File: src/sv/slcfr_pkg.sv
// ----------------------------------------------------------------------------
// slcfr_pkg
// Types and constants shared by the frame receiver modules.
// ----------------------------------------------------------------------------
package slcfr_pkg;

  // configuration register indexes
  localparam logic [7:0] REG_SYNC_FIRST     = 8'd0;
  localparam logic [7:0] REG_SYNC_SECOND    = 8'd1;
  localparam logic [7:0] REG_FUNCTION_LIMIT = 8'd2;
  localparam logic [7:0] REG_MAX_PAYLOAD    = 8'd3;

  // reset values of the configuration registers
  localparam logic [7:0] SYNC_FIRST_RST     = 8'hAA;
  localparam logic [7:0] SYNC_SECOND_RST    = 8'hAF;
  localparam logic [7:0] FUNCTION_LIMIT_RST = 8'hF1;
  localparam logic [5:0] MAX_PAYLOAD_RST    = 6'd49;

  // function codes that want an acknowledgment
  localparam logic [7:0] ACK_FUNC_LO = 8'h10;
  localparam logic [7:0] ACK_FUNC_HI = 8'h15;

  localparam int TDATA_W = 32;

  typedef enum logic [2:0] {
    PH_SYNC1,
    PH_SYNC2,
    PH_FUNC,
    PH_LEN,
    PH_DATA,
    PH_SUM
  } phase_t;

  typedef enum logic [1:0] {
    BK_IDLE,
    BK_FETCH,
    BK_SHOW
  } back_state_t;

  typedef struct packed {
    logic [7:0] sync_first;
    logic [7:0] sync_second;
    logic [7:0] function_limit;
    logic [5:0] max_payload;
  } cfg_t;

  // one checked frame waiting to be drained
  typedef struct packed {
    logic [7:0] function_code;
    logic [5:0] count;
    logic [7:0] frame_sum;
  } frame_desc_t;

endpackage

File: src/sv/sync_length_checksum_frame_receiver.sv
// ----------------------------------------------------------------------------
// sync_length_checksum_frame_receiver
// Two-byte sync, length-prefixed frame receiver with an 8-bit additive sum.
// ----------------------------------------------------------------------------
// Received bytes are taken one per cycle while fewer than two checked frames
// wait to be drained; with both payload banks of the RAM taken, s_tready drops
// until the older frame has gone out. Each payload byte of a good frame is
// delivered as one transfer; the drain passes each byte through a registered
// RAM read, then the output stage, and fetches the next byte only after the
// current transfer is taken. Each frame's drain starts from the idle state.
// Frames with a bad header or checksum are dropped without any transfer.
// Configuration is always ready and should be written while the block is idle.
module sync_length_checksum_frame_receiver
  import slcfr_pkg::*;
#(
  parameter int BUFFER_DEPTH = 64
) (
  input  logic               clk,
  input  logic               rst,
  input  logic               cfg_valid,
  output logic               cfg_ready,
  input  logic [7:0]         cfg_index,
  input  logic [7:0]         cfg_data,
  input  logic               s_tvalid,
  output logic               s_tready,
  input  logic [7:0]         s_tdata,   // rx_byte
  output logic               m_tvalid,
  input  logic               m_tready,
  // function_code, payload_byte, byte_index, frame_sum, zero padding
  output logic [TDATA_W-1:0] m_tdata,
  output logic               m_tlast,   // last_byte
  output logic               m_tuser    // ack_request
);

  localparam int AW = $clog2(2*BUFFER_DEPTH);

  cfg_t        cfg;
  logic        q_full, q_empty, push, pop;
  frame_desc_t push_desc, head;
  logic        ram_we, ram_re;
  logic [AW-1:0] ram_waddr, ram_raddr;
  logic [7:0]  ram_wdata, ram_rdata;
  logic [7:0]  function_code, payload_byte, frame_sum;
  logic [5:0]  byte_index;

  assign cfg_ready = 1'b1;

  always_ff @(posedge clk) begin
    if (rst) begin
      cfg.sync_first     <= SYNC_FIRST_RST;
      cfg.sync_second    <= SYNC_SECOND_RST;
      cfg.function_limit <= FUNCTION_LIMIT_RST;
      cfg.max_payload    <= MAX_PAYLOAD_RST;
    end else if (cfg_valid && cfg_ready) begin
      case (cfg_index)
        REG_SYNC_FIRST:     cfg.sync_first     <= cfg_data;
        REG_SYNC_SECOND:    cfg.sync_second    <= cfg_data;
        REG_FUNCTION_LIMIT: cfg.function_limit <= cfg_data;
        REG_MAX_PAYLOAD:    cfg.max_payload    <= cfg_data[5:0];
        default: begin
        end
      endcase
    end
  end

  slcfr_front #(.BUFFER_DEPTH(BUFFER_DEPTH)) u_front (
    .clk       (clk),
    .rst       (rst),
    .cfg       (cfg),
    .s_tvalid  (s_tvalid),
    .s_tready  (s_tready),
    .s_tdata   (s_tdata),
    .q_full    (q_full),
    .push      (push),
    .push_desc (push_desc),
    .ram_we    (ram_we),
    .ram_waddr (ram_waddr),
    .ram_wdata (ram_wdata)
  );

  slcfr_ram #(.WIDTH(8), .DEPTH(2*BUFFER_DEPTH)) u_ram (
    .clk   (clk),
    .we    (ram_we),
    .waddr (ram_waddr),
    .wdata (ram_wdata),
    .re    (ram_re),
    .raddr (ram_raddr),
    .rdata (ram_rdata)
  );

  slcfr_queue u_queue (
    .clk       (clk),
    .rst       (rst),
    .push      (push),
    .push_desc (push_desc),
    .pop       (pop),
    .head      (head),
    .empty     (q_empty),
    .full      (q_full)
  );

  slcfr_back #(.BUFFER_DEPTH(BUFFER_DEPTH)) u_back (
    .clk           (clk),
    .rst           (rst),
    .head          (head),
    .q_empty       (q_empty),
    .pop           (pop),
    .ram_re        (ram_re),
    .ram_raddr     (ram_raddr),
    .ram_rdata     (ram_rdata),
    .m_tvalid      (m_tvalid),
    .m_tready      (m_tready),
    .function_code (function_code),
    .payload_byte  (payload_byte),
    .byte_index    (byte_index),
    .last_byte     (m_tlast),
    .ack_request   (m_tuser),
    .frame_sum     (frame_sum)
  );

  assign m_tdata = {2'b00, frame_sum, byte_index, payload_byte, function_code};

endmodule

File: src/sv/slcfr_ram.sv
// ----------------------------------------------------------------------------
// slcfr_ram
// Generic single-write, single-read RAM with registered read data.
// ----------------------------------------------------------------------------
module slcfr_ram #(
  parameter int WIDTH = 8,
  parameter int DEPTH = 128
) (
  input  logic                     clk,
  input  logic                     we,
  input  logic [$clog2(DEPTH)-1:0] waddr,
  input  logic [WIDTH-1:0]         wdata,
  input  logic                     re,
  input  logic [$clog2(DEPTH)-1:0] raddr,
  output logic [WIDTH-1:0]         rdata
);

  logic [WIDTH-1:0] mem [DEPTH];

  always_ff @(posedge clk) begin
    if (we) begin
      mem[waddr] <= wdata;
    end
    if (re) begin
      rdata <= mem[raddr];
    end
  end

endmodule

File: src/sv/slcfr_front.sv
// ----------------------------------------------------------------------------
// slcfr_front
// Byte parser: hunts sync, checks header and checksum, stores the payload.
// ----------------------------------------------------------------------------
module slcfr_front
  import slcfr_pkg::*;
#(
  parameter int BUFFER_DEPTH = 64
) (
  input  logic                              clk,
  input  logic                              rst,
  input  cfg_t                              cfg,
  input  logic                              s_tvalid,
  output logic                              s_tready,
  input  logic [7:0]                        s_tdata,
  input  logic                              q_full,
  output logic                              push,
  output frame_desc_t                       push_desc,
  output logic                              ram_we,
  output logic [$clog2(2*BUFFER_DEPTH)-1:0] ram_waddr,
  output logic [7:0]                        ram_wdata
);

  localparam int AW = $clog2(2*BUFFER_DEPTH);

  phase_t     phase, phase_next;
  logic [5:0] remaining_count, remaining_count_next;
  logic [5:0] stored_count, stored_count_next;
  logic [7:0] running_sum, running_sum_next;
  logic [7:0] held_function, held_function_next;
  logic       wr_bank, wr_bank_next;
  logic       accept;
  logic [7:0] sum_add;

  // two frames waiting means both payload banks are taken
  assign s_tready = !q_full;
  assign accept   = s_tvalid && s_tready;
  assign sum_add  = running_sum + s_tdata;

  assign ram_wdata = s_tdata;
  assign ram_waddr = wr_bank ? AW'(BUFFER_DEPTH + int'(stored_count))
                             : AW'(int'(stored_count));

  assign push_desc.function_code = held_function;
  assign push_desc.count         = stored_count;
  assign push_desc.frame_sum     = running_sum;

  always_ff @(posedge clk) begin
    if (rst) begin
      phase           <= PH_SYNC1;
      remaining_count <= '0;
      stored_count    <= '0;
      running_sum     <= '0;
      held_function   <= '0;
      wr_bank         <= 1'b0;
    end else begin
      phase           <= phase_next;
      remaining_count <= remaining_count_next;
      stored_count    <= stored_count_next;
      running_sum     <= running_sum_next;
      held_function   <= held_function_next;
      wr_bank         <= wr_bank_next;
    end
  end

  always_comb begin
    phase_next           = phase;
    remaining_count_next = remaining_count;
    stored_count_next    = stored_count;
    running_sum_next     = running_sum;
    held_function_next   = held_function;
    wr_bank_next         = wr_bank;
    ram_we               = 1'b0;
    push                 = 1'b0;
    if (accept) begin
      case (phase)
        PH_SYNC1: begin
          if (s_tdata == cfg.sync_first) begin
            running_sum_next = s_tdata;
            phase_next       = PH_SYNC2;
          end
        end
        PH_SYNC2: begin
          if (s_tdata == cfg.sync_second) begin
            running_sum_next = sum_add;
            phase_next       = PH_FUNC;
          end else begin
            phase_next = PH_SYNC1;
          end
        end
        PH_FUNC: begin
          if (s_tdata < cfg.function_limit) begin
            running_sum_next   = sum_add;
            held_function_next = s_tdata;
            phase_next         = PH_LEN;
          end else begin
            phase_next = PH_SYNC1;
          end
        end
        PH_LEN: begin
          if (s_tdata <= {2'b00, cfg.max_payload}) begin
            running_sum_next     = sum_add;
            remaining_count_next = s_tdata[5:0];
            stored_count_next    = '0;
            phase_next           = PH_DATA;
          end else begin
            phase_next = PH_SYNC1;
          end
        end
        PH_DATA: begin
          // a zero length lands here with nothing to take: back to hunting
          if (remaining_count != 6'd0) begin
            running_sum_next     = sum_add;
            ram_we               = int'(stored_count) < BUFFER_DEPTH;
            stored_count_next    = stored_count + 6'd1;
            remaining_count_next = remaining_count - 6'd1;
            if (remaining_count == 6'd1) begin
              phase_next = PH_SUM;
            end
          end else begin
            phase_next = PH_SYNC1;
          end
        end
        PH_SUM: begin
          phase_next = PH_SYNC1;
          if (s_tdata == running_sum && stored_count != 6'd0) begin
            push         = 1'b1;
            wr_bank_next = !wr_bank;
          end
        end
        default: begin
          phase_next = PH_SYNC1;
        end
      endcase
    end
  end

endmodule

File: src/sv/slcfr_queue.sv
// ----------------------------------------------------------------------------
// slcfr_queue
// Two-entry queue of checked frames between parser and drain.
// ----------------------------------------------------------------------------
module slcfr_queue
  import slcfr_pkg::*;
(
  input  logic        clk,
  input  logic        rst,
  input  logic        push,
  input  frame_desc_t push_desc,
  input  logic        pop,
  output frame_desc_t head,
  output logic        empty,
  output logic        full
);

  frame_desc_t entry [2];
  logic        wr_ptr;
  logic        rd_ptr;
  logic [1:0]  count;

  assign head  = entry[rd_ptr];
  assign empty = count == 2'd0;
  assign full  = count == 2'd2;

  always_ff @(posedge clk) begin
    if (push) begin
      entry[wr_ptr] <= push_desc;
    end
  end

  always_ff @(posedge clk) begin
    if (rst) begin
      wr_ptr <= 1'b0;
      rd_ptr <= 1'b0;
      count  <= '0;
    end else begin
      if (push) begin
        wr_ptr <= !wr_ptr;
      end
      if (pop) begin
        rd_ptr <= !rd_ptr;
      end
      if (push && !pop) begin
        count <= count + 2'd1;
      end else if (pop && !push) begin
        count <= count - 2'd1;
      end
    end
  end

endmodule

File: src/sv/slcfr_back.sv
// ----------------------------------------------------------------------------
// slcfr_back
// Drain sequencer: reads the stored payload of the head frame and presents it.
// ----------------------------------------------------------------------------
module slcfr_back
  import slcfr_pkg::*;
#(
  parameter int BUFFER_DEPTH = 64
) (
  input  logic                              clk,
  input  logic                              rst,
  input  frame_desc_t                       head,
  input  logic                              q_empty,
  output logic                              pop,
  output logic                              ram_re,
  output logic [$clog2(2*BUFFER_DEPTH)-1:0] ram_raddr,
  input  logic [7:0]                        ram_rdata,
  output logic                              m_tvalid,
  input  logic                              m_tready,
  output logic [7:0]                        function_code,
  output logic [7:0]                        payload_byte,
  output logic [5:0]                        byte_index,
  output logic                              last_byte,
  output logic                              ack_request,
  output logic [7:0]                        frame_sum
);

  localparam int AW = $clog2(2*BUFFER_DEPTH);

  back_state_t state, state_next;
  logic [5:0]  idx, idx_next;
  logic        beyond, beyond_next;
  logic        rd_bank, rd_bank_next;
  logic        in_range;

  assign in_range  = int'(idx) < BUFFER_DEPTH;
  assign ram_raddr = rd_bank ? AW'(BUFFER_DEPTH + int'(idx)) : AW'(int'(idx));

  assign m_tvalid      = state == BK_SHOW;
  assign function_code = head.function_code;
  assign frame_sum     = head.frame_sum;
  assign byte_index    = idx;
  // positions past the store read as zero
  assign payload_byte  = beyond ? 8'd0 : ram_rdata;
  assign last_byte     = (idx + 6'd1) == head.count;
  assign ack_request   = last_byte && head.function_code >= ACK_FUNC_LO
                         && head.function_code <= ACK_FUNC_HI;

  always_ff @(posedge clk) begin
    if (rst) begin
      state   <= BK_IDLE;
      idx     <= '0;
      beyond  <= 1'b0;
      rd_bank <= 1'b0;
    end else begin
      state   <= state_next;
      idx     <= idx_next;
      beyond  <= beyond_next;
      rd_bank <= rd_bank_next;
    end
  end

  always_comb begin
    state_next   = state;
    idx_next     = idx;
    beyond_next  = beyond;
    rd_bank_next = rd_bank;
    ram_re       = 1'b0;
    pop          = 1'b0;
    case (state)
      BK_IDLE: begin
        if (!q_empty) begin
          idx_next   = '0;
          state_next = BK_FETCH;
        end
      end
      BK_FETCH: begin
        ram_re      = in_range;
        beyond_next = !in_range;
        state_next  = BK_SHOW;
      end
      BK_SHOW: begin
        if (m_tready) begin
          if (last_byte) begin
            pop          = 1'b1;
            rd_bank_next = !rd_bank;
            state_next   = BK_IDLE;
          end else begin
            idx_next   = idx + 6'd1;
            state_next = BK_FETCH;
          end
        end
      end
      default: begin
        state_next = BK_IDLE;
      end
    endcase
  end

endmodule

File: config.mk
export PLATFORM = sky130hd
export DESIGN_NAME = sync_length_checksum_frame_receiver
export DESIGN_NICKNAME = d
export VERILOG_FILES = /design/src/sv/slcfr_pkg.sv /design/src/sv/sync_length_checksum_frame_receiver.sv /design/src/sv/slcfr_ram.sv /design/src/sv/slcfr_front.sv /design/src/sv/slcfr_queue.sv /design/src/sv/slcfr_back.sv
export SDC_FILE = /design/constraint.sdc
export NUM_CORES = 1
export LEC_CHECK = 0
export ABC_AREA = 1
export BUFFER_PORTS_ARGS = -buffer_cell sky130_fd_sc_hd__buf_4
export CORE_ASPECT_RATIO = 0.5
export CORE_MARGIN = 2
export CORE_UTILIZATION = 25
export CTS_CLUSTER_SIZE = 28
export DETAILED_ROUTE_END_ITERATION = 7
export PLACE_DENSITY = 0.5
export SLEW_MARGIN = 25
export SYNTH_ARGS = -nofsm -noshare
export SYNTH_HDL_FRONTEND = slang
export SYNTH_SLANG_ARGS = --single-unit
File: constraint.sdc
create_clock -name clk -period 3.15 [get_ports clk]
set_clock_uncertainty 0.05 [all_clocks]
set_input_delay 0 -clock clk [delete_from_list [all_inputs] [get_ports clk]]
set_output_delay 0 -clock clk [all_outputs]
set_load 0.005 [all_outputs]
== Word level (Yosys, flattened, before mapping) ==
Memories as Yosys holds them, arrays and structs flattened. A register that Yosys moved wholly into a read port is not among the register bits.
Index checks and enable logic that the tools add are counted.
Cells by class
  add/sub/neg operators: 8
  multiply operators: 0
  divide/modulo/power cells: 0
  magnitude comparators: 4
  equality and inequality tests: 25
  shift operators: 0
  muxes and demuxes: 47
  bitwise gates (word level): 0
  reduce and logical (&&, ||, !) cells: 35
Operator list (count)
  6-bit two-way mux: 7
  8-bit two-way mux: 5
  8-bit one-hot mux with 5 select lines: 1
  6-bit one-hot mux with 2 select lines: 3
  8-bit equality test: 3
  1-bit two-way mux: 17
  8-bit by 2-bit equality test with 1-bit output, second input constant: 2
  3-bit one-hot mux with 5 select lines: 1
  7-bit by 6-bit adder with 7-bit output, first input constant: 2
  7-bit two-way mux: 2
  6-bit by 1-bit adder with 6-bit output, second input constant: 2
  2-bit two-way mux: 6
  3-bit two-way mux: 4
  2-bit by 1-bit inequality test with 1-bit output, second input constant: 6
  3-bit AND reduction: 4
  6-bit nonzero test: 2
  2-bit AND reduction: 5
  8-bit adder: 1
  8-bit by 1-bit equality test with 1-bit output, second input constant: 1
  8-bit by 5-bit >= comparator with 1-bit output, second input constant: 1
  8-bit by 5-bit less-or-equal comparator with 1-bit output, second input constant: 1
  8-bit by 6-bit less-or-equal comparator with 1-bit output: 1
  8-bit zero test: 1
  8-bit less-than comparator: 1
  21 further kinds: 40
Word-level totals
  register bits: 75
  latch bits: 0
  RAM bits: 1068
  bits in read-only memories: 0
  input port bits: 29
  output and inout bits: 37
  logic and storage cells: 137
  memories: 2
Memory list
  u_ram.mem: words 128, bits a word 8, read ports 1, clocked after memory_dff 1, write ports 1, RTL line slcfr_ram.sv:18  | logic [WIDTH-1:0] mem [DEPTH];
  u_queue.entry: words 2, bits a word 22, read ports 1, clocked after memory_dff 1, write ports 1, RTL line slcfr_queue.sv:18  | frame_desc_t entry [2];

== Logic depth before layout (Yosys ltp) ==
Gate-level depths: netlist (run 1).
  depth in word-level cells: 9
  mapped depth: 17
  depth with buffers taken out: 16

== Cells and area by module ==
Synthesis (run 1) repeated with hierarchy kept, for this count alone.
Unflattened totals
  cells, all modules: 4434
  area total of the unflattened synthesis: 49098.3 um^2
Modules (own cells, without submodules)
  slcfr_ram: times used 1, cells each 3575, area each 42184.2 um^2, seq. area each 30989.7 um^2
  slcfr_front: times used 1, cells each 433, area each 2817.7 um^2, seq. area each 640.6 um^2
  slcfr_queue: times used 1, cells each 101, area each 1818.0 um^2, seq. area each 1421.4 um^2
  sync_length_checksum_frame_receiver: times used 1, cells each 174, area each 1298.7 um^2, seq. area each 600.6 um^2
  slcfr_back: times used 1, cells each 151, area each 979.7 um^2, seq. area each 180.2 um^2

== Worst setup path before layout (run 1) ==
No wires, ideal clock.
  path kind: register -> register
  start point: reg u_front.running_sum[3]
  end point: mem u_queue.entry[1][0] in the netlist's numbering, enable pin
  setup time: 0.402 ns
  arrival: 2.142 ns
  data required time: 2.698 ns
  slack: 0.556 ns
  stages on the path, launching flop included: 8
  buffers on the path: 1
  clock period less this slack: 2.594 ns
  path through: dfxtp_1 ha_1 clkbuf_1 nor2_1 nand4_1 a21oi_1 nand4_1 nor2_1
Between the ends
  cells in the longest elaborated chain, start to end: 7
RTL lines
  from (decl): RTL line slcfr_front.sv:29  | logic [7:0] running_sum, running_sum_next;
  from (signal assigned): RTL line slcfr_front.sv:60  | running_sum <= running_sum_next;
  8-bit equality test: RTL line slcfr_front.sv:126  | if (s_tdata == running_sum && stored_count != 6'd0) begin
  1-bit logical AND: RTL line slcfr_front.sv:126
  1-bit two-way mux: RTL line slcfr_front.sv:126
  1-bit two-way mux: RTL line slcfr_front.sv:76  | case (phase)
  1-bit two-way mux: RTL line slcfr_front.sv:75  | if (accept) begin
  1-bit two-way mux: RTL line slcfr_queue.sv:28  | if (push) begin
  1-bit two-way mux (implied by the code): RTL line slcfr_queue.sv:29  | entry[wr_ptr] <= push_desc;
  to (decl): RTL line slcfr_queue.sv:18
Every way passes these cells.

== Final worst setup path (run 1) ==
  start point: in cfg_index[2]
  end point: reg cfg[7] (netlist name)
Between the ends
  cells in the longest elaborated chain, start to end: 2
RTL lines
  from (decl): RTL line sync_length_checksum_frame_receiver.sv:22  | input logic [7:0] cfg_index,
  8-bit by 2-bit equality test with 1-bit output: RTL line sync_length_checksum_frame_receiver.sv:55  | case (cfg_index)
  2-bit AND reduction (no source line)
Every way passes these cells.
A chain may end at the register's enable or synchronous reset.

==> results of run 1 <==
==> layout by cell type (no fill, tap or decap), types with 38 or more instances in the layout <==
cell / Yosys / final
sky130_fd_sc_hd__edfxtp_1: 1076 / 1076
sky130_fd_sc_hd__nor2_1: 793 / 791
sky130_fd_sc_hd__nand2_1: 504 / 503
sky130_fd_sc_hd__o21ai_0: 498 / 498
sky130_fd_sc_hd__nand3_1: 285 / 285
sky130_fd_sc_hd__buf_4: 26 / 279
sky130_fd_sc_hd__inv_1: 186 / 185
sky130_fd_sc_hd__nor3_1: 134 / 134
sky130_fd_sc_hd__a21oi_1: 133 / 133
sky130_fd_sc_hd__clkbuf_16: 0 / 123
sky130_fd_sc_hd__o21ai_1: 103 / 103
sky130_fd_sc_hd__dfxtp_1: 76 / 71
sky130_fd_sc_hd__o22ai_1: 48 / 48
sky130_fd_sc_hd__dlygate4sd3_1: 0 / 38
==> final timing paths <==
path	depth (start not counted)	start	slack, ps	to
min	4	cfg_data[6]	100	cfg[28]
max	9	cfg_index[2]	230	cfg[7]
min reg2reg	2	cfg[9]	410	cfg[9]
max reg2reg	12	u_back.byte_index[1]	300	u_ram.rdata[4]
==> layout make-up <==
class	count	share of cell area [%]
Clock inverter	62	1.14
Timing Repair Buffer	338	5.09
Sequential cell	1152	59.7
Inverter	192	1.30
Multi-Input combinational cell	2633	21.5
Tap cell	2530	5.58
Clock buffer	156	5.72
==> registers in the layout, summed over array words and instances, names as in the netlist, 3 cells and up, named ones only <==
name                     cells
u_front.running_sum          8
u_front.phase                3
u_ram.rdata                  8
u_queue.entry               44
cfg                         30
u_front.remaining_count      6
u_front.stored_count         6
u_ram.mem                 1024
u_back.byte_index            6
u_front.held_function        8
==> per-stage QoR <==
| stage | hold slack [ps] | cells | utilization, % |
|---|---|---|---|
| final | 95.6 | 7063 | 29.8 |
| after global routing | 76.4 | 7063 | 29.8 |
| after CTS | 45.7 | 7063 | 29.8 |
| after detailed placement | 278 | 6807 | 27.6 |
| after global placement | 263 | 6807 | 27.6 |
| after floorplan | 48.9 | 4241 | - |
==> kinds of logic after synthesis <==
family | synth area share (%)
other | 0.0156
muxes | 0.373
DFF | 70.5
xor gates and xnor gates | 0.401
adders and majority gates | 0.719
AOI/OAI and AO/OA | 8.79
buffers and inverters | 4.18
and+or+nand+nor | 15.1
==> worst reg2reg max path, cell delays in order (launching register included) <==
cell and delay (ps):
sky130_fd_sc_hd__dfxtp_4 390, sky130_fd_sc_hd__inv_8 390, sky130_fd_sc_hd__buf_12 390, sky130_fd_sc_hd__buf_4 260, sky130_fd_sc_hd__nor2_1 70, sky130_fd_sc_hd__o21ai_0 70, sky130_fd_sc_hd__nand2_1 80, sky130_fd_sc_hd__nand2_1 80
sky130_fd_sc_hd__nand3_1 170, sky130_fd_sc_hd__nand3_1 220, sky130_fd_sc_hd__nand3_1 100, sky130_fd_sc_hd__nand3_1 240, sky130_fd_sc_hd__nand2_1 90
==> what timing repair did <==
action | 4_1_cts | 5_1_grt
hold buffers | 38 | 0
resized for setup | 0 | 1
endpoints found under the hold margin | 266 | 0
setup endpoints to repair | 0 | 110
setup buffers | 0 | 0
==> power breakdown <==
part           internal (W)  switching [W]  total [W]
Sequential           0.0167     0.00000112     0.0167
Clock               0.00826        0.00589     0.0142
Combinational      0.000101       0.000392   0.000493
==> routing by layer <==
layer | GRT usage (%) | vias up | routed length, um
li1 | - | 15300 | -
met1 | 18.9 | 16100 | 62100
met2 | 22.1 | 971 | 62900
met3 | 2.12 | 207 | 8030
met4 | 3.41 | 0 | 3080
met5 | 0 | - | 0
==> metrics, run 1 <==
final hold viol count 0; Die X 624 um; DRC errors left 0; largest delay contributor family on the critical path buffers and inverters; WL per Instance 19.3 um; IR drop worst, VDD 0.401 mV; Final Max Tran Viols 0; Initial Utilization about a quarter; clock tree from TritonCTS yes; number of distinct standard cells referenced by the synthesized netlist 41; number of nets at the end of the flow 4491; power per unit of standard cell area between 500 and 600 nW/um^2; MaxCap Viol Count 0; initial detailed-routing violation count 3172; post-synthesis register bit count 1152; final period utilization just over 90%; number of enable-type register cells in the synthesized netlist 1076; worst endpoint required time 3770 ps; clock-pin slew reported for the worst setup and hold paths after clock tree synthesis 70 ps; height of the die 314 um; input/output buffers 62; Post-Synthesis Mean Instance Area 11.3 um^2; core box area 190000 um^2; number of top-level pins 66; Cell Rows 113; portion of synthesized cell area occupied by the leading cell type 67.3%; number of global-route vias before repair ~32000; largest driver fanout on the critical path 13; area of the multi-input gates 12200 um^2; synth top area cells sky130_fd_sc_hd__edfxtp_1, sky130_fd_sc_hd__nor2_1, sky130_fd_sc_hd__o21ai_0, sky130_fd_sc_hd__nand2_1, sky130_fd_sc_hd__dfxtp_1; cell chain of the critical path dlygate4sd3_1 > buf_4 > or2_2 > dlygate4sd3_1 > nor3b_1 > nand2_1 > dlygate4sd3_1 > a21oi_1 > dlygate4sd3_1; global placer's final weighted congestion 0.847; outcome completed; Worst setup SP type input pin; Max Freq 0.343 GHz; category of the most critical setup path in2reg; Leak 19.8 nW; ant diodes 0; area growth from synthesis to layout 18.1%; maximum number of pins on one net before global-route repair 145; Worst-Margin Slew approximately 1000 ps; Clk Latency, worst-skew pair 740 ps; count of vias placed by the detailed router ~33000; number of antenna violations at the first check in global routing 2; wire length of the first global-routing pass 204000 um; fraction of layout cells with a size suffix above 1 11.6%; total power draw 0.0313 W; number of instances in the synthesized netlist 4240; setup repair after global routing missed its margin no; library cell with the largest summed area after synthesis sky130_fd_sc_hd__edfxtp_1; sink count of the clock tree roughly 1200; GRT Util Overall 13.6%; fillers around 19000; via density per instance 4.61; Mapped Area roughly 48000 um^2; Placed Instance Area 52400 um^2; critical path's most frequent cell sky130_fd_sc_hd__dlygate4sd3_1; relative max-transition margin 32.2%; most common cell in the synthesized netlist sky130_fd_sc_hd__edfxtp_1; Yosys Warn Count 0; Async SR Flop Fraction 0%; number of clock buffers inserted by TritonCTS between 100 and 150; H-tree levels 3; Period minus WS final 2920 ps; final cell area excluding filler cells about 57000 um^2; critical path buffer and inverter count 5; routed wire length 136000 um; most frequent cells after synthesis sky130_fd_sc_hd__edfxtp_1, sky130_fd_sc_hd__nor2_1, sky130_fd_sc_hd__nand2_1; grt total ovfl 0; number of nets still failing antenna checks after routing 0; final setup TNS 0 ps; first drt pass iteration count 6; max incr delay on CP approximately 800 ps; detailed placer's ending HPWL approximately 82000 um; total die area about 200000 um^2; DP Worst Slack 55.1 ps; PnR worst setup slack 235 ps; prevailing post-synth register cell sky130_fd_sc_hd__edfxtp_1; final-report setup violation count 0; Worst Path Arrival ~3500 ps; Hold Path Class in2reg; element type at the critical path end register; register area around 34000 um^2; Longest Clk Path Bufs 3; CP max stage cell sky130_fd_sc_hd__dlygate4sd3_1; proportion of synthesized chip area in sequential cells 70.5%; buffer cell driving the clock tree root sky130_fd_sc_hd__clkbuf_16
Note: power is estimated with default switching activity, not from simulation.
==> inputs of run 2 (changes only) <==
--- a/config.mk
+++ b/config.mk
@@ -7,12 +7,14 @@
 export LEC_CHECK = 0
 export ABC_AREA = 1
 export BUFFER_PORTS_ARGS = -buffer_cell sky130_fd_sc_hd__buf_4
+export CELL_PAD_IN_SITES_DETAIL_PLACEMENT = 1
+export CELL_PAD_IN_SITES_GLOBAL_PLACEMENT = 2
 export CORE_ASPECT_RATIO = 0.5
 export CORE_MARGIN = 2
 export CORE_UTILIZATION = 25
 export CTS_CLUSTER_SIZE = 28
 export DETAILED_ROUTE_END_ITERATION = 7
-export PLACE_DENSITY = 0.5
+export PLACE_DENSITY = 0.62
 export SLEW_MARGIN = 25
 export SYNTH_ARGS = -nofsm -noshare
 export SYNTH_HDL_FRONTEND = slang
==> run 2 against run 1 <==
  * Global-route usage up 2.1 points
  * Flip-flop and latch count did not move
  * Maximum frequency is 0.50% higher
  * Final area is 0.58% higher
  * Critical path type is now reg2out
  * Critical endpoint is now m_tuser
==> metrics, run 2 (synthesis results as in run 1) <==
category of the most critical setup path reg2out; final period utilization 92.1% (-0.46 points); max incr delay on CP 450 ps (-330 ps); fraction of layout cells with a size suffix above 1 12.0% (+0.34 points); count of cells along the worst register-to-register path 11 (-1); power per unit of standard cell area 564 nW/um^2 (+2.0%); critical path's most frequent cell sky130_fd_sc_hd__buf_4; final cell area excluding filler cells 57000 um^2 (+0.58%); number of nets at the end of the flow 4490 (-0.022%); number of global-route vias before repair 34500 (+7.8%); number of nets still failing antenna checks after routing 0 (unchanged); Worst Path Arrival 2850 ps (-680 ps); Cell Rows 113 (unchanged); number of clock buffers inserted by TritonCTS 119 (+0.85%); detailed placer's ending HPWL 92300 um (+12%); count of vias placed by the detailed router 33100 (+1.6%); start of the worst register-to-register path u_back.byte_index[1]; IR drop worst, VDD 0.447 mV (+11%); core box area 190000 um^2 (unchanged); largest register by flop count u_ram.mem; routed wire length 155000 um (+14%); Worst-Margin Slew 1040 ps (+19.3 ps); relative max-transition margin 30.6% (-1.5 points); most frequent standard cell in the layout excluding fill and tap cells sky130_fd_sc_hd__edfxtp_1; max reg flops 1024 (unchanged); Period minus WS final 2900 ps (-14.6 ps); Longest Clk Path Bufs 3 (unchanged); maximum number of pins on one net before global-route repair 133 (-8.3%); grt total ovfl 0 (unchanged); commonest cells after routing, fill and taps aside sky130_fd_sc_hd__edfxtp_1, sky130_fd_sc_hd__nor2_1, sky130_fd_sc_hd__nand2_1, sky130_fd_sc_hd__o21ai_0, sky130_fd_sc_hd__nand3_1; total power draw 0.0322 W (+2.6%); Endpoint, Worst Hold cfg[16]; H-tree levels 3 (unchanged); Initial Utilization 25.2% (unchanged); final-report setup violation count 0 (unchanged); total die area 196000 um^2 (unchanged); Non-Filler Instances 7073 (+0.14%); Placed Instance Area 52600 um^2 (+0.33%); setup repair after global routing missed its margin no; first drt pass iteration count 5 (-1); global placer's final weighted congestion 0.782 (-7.7%); Leak 19.9 nW (+0.55%); buffer cell driving the clock tree root sky130_fd_sc_hd__clkbuf_16; Hold Path Class in2reg; global routing's busiest layer met2; global routing met3 resource utilization 2.02% (-0.10 points); height of the die 314 um (unchanged); largest driver fanout on the critical path 17 (+4); DRC errors left 0 (unchanged); WL per Instance 22.0 um (+14%); cell chain of the critical path buf_4 > mux2_2 > nor3_1 > nand4_1 > nor2_1 > buf_4; R2R Setup Slk 320 ps (+20 ps); clock-pin slew reported for the worst setup and hold paths after clock tree synthesis 60 ps (about the same); number of antenna violations at the first check in global routing 5 (+3); via density per instance 4.67 (+1.4%); initial detailed-routing violation count 2385 (-25%); met2 track demand over resource in global routing 26.0% (+3.8 points); CP max stage cell sky130_fd_sc_hd__dfxtp_2; Final Max Tran Viols 0 (unchanged); Worst setup SP type register; wire length of the first global-routing pass 231000 um (+13%); element type at the critical path end output port; number of top-level pins 66 (unchanged); worst endpoint required time 3100 ps (-670 ps); Placed Cells incl. Taps 6813 (+0.088%); GRT Util Overall 15.7% (+2.1 points); Worst Hold Margin 56.9 ps (-38.7 ps); Die X 624 um (unchanged); outcome completed; largest registers u_ram.mem (1024), u_queue.entry (44), cfg (30); cell count of the worst hold path 4 (unchanged); met1 GRT Util 22.0% (+3.1 points); area growth from synthesis to layout 18.8%; source of the worst hold timing path cfg_data[2]; Clk Latency, worst-skew pair 750 ps (about the same); input/output buffers 62 (unchanged); sink count of the clock tree 1152 (unchanged); clock tree from TritonCTS yes; endpoint of the most critical register-to-register path u_ram.rdata[7]; final setup TNS 0 ps (unchanged); Max Freq 0.345 GHz (+0.50%); MaxCap Viol Count 0 (unchanged); final hold viol count 0 (unchanged)
## run 2: power by group
| group | total [W] | internal (W) | switching, W |
|---|---|---|---|
| logic | 0.000529 | 0.000111 | 0.000417 |
| registers | 0.0167 | 0.0167 | 0.00000117 |
| clock network | 0.0149 | 0.00864 | 0.00629 |
| total | 0.0322 | 0.0254 | 0.00671 |
## run 2: how the worst max path moves through the flow
stage,slack [ps],depth (start not counted),endpoint
CTS,5,6,m_tuser
global placement,210,15,u_queue.count[1]
finish,250,6,m_tuser
global route,80,6,m_tuser
floorplan,560,7,u_queue.entry[1][0]
detailed placement,280,11,u_ram.rdata[7]
## run 2: what timing repair did
action / in CTS / in global routing
buffers inserted: 0 / 0
hold endpoints to repair: 670 / 0
endpoints found under the setup margin: 0 / 1
hold buffers: 30 / 0
resized for setup: 0 / 1
## run 2: through the flow
stage / utilization [%] / worst slack (ps)
after global routing: 30.0 / 84.5
final: 30.0 / 250
after floorplan: - / 556
after global placement: 27.6 / 210
after detailed placement: 27.6 / 275
after CTS: 30.0 / 5.05
## run 2: layout make-up
class | count | area [um^2]
Sequential cell | 1152 | 33900
Timing Repair Buffer | 336 | 2980
Fill cell | 21000 | 133000
Inverter | 192 | 738
Tap cell | 2530 | 3170
Antenna cell | 4 | 10.0
Clock buffer | 137 | 3070
Multi-Input combinational cell | 2633 | 12200
Clock inverter | 89 | 1050
## run 2: per-layer routing
layer / vias to the layer above / wire, um
met2: 573 / 72200
met1: 17000 / 73700
li1: 15300 / -
met4: 0 / 3330
met3: 180 / 6240
met5: - / 0
## run 2: critical path, delay by kind of cell, from the launching register on
kind                   cells  cell delay, ps
and+or+nand+nor            3             700
muxes                      1             420
DFF                        1             450
buffers and inverters      2             500
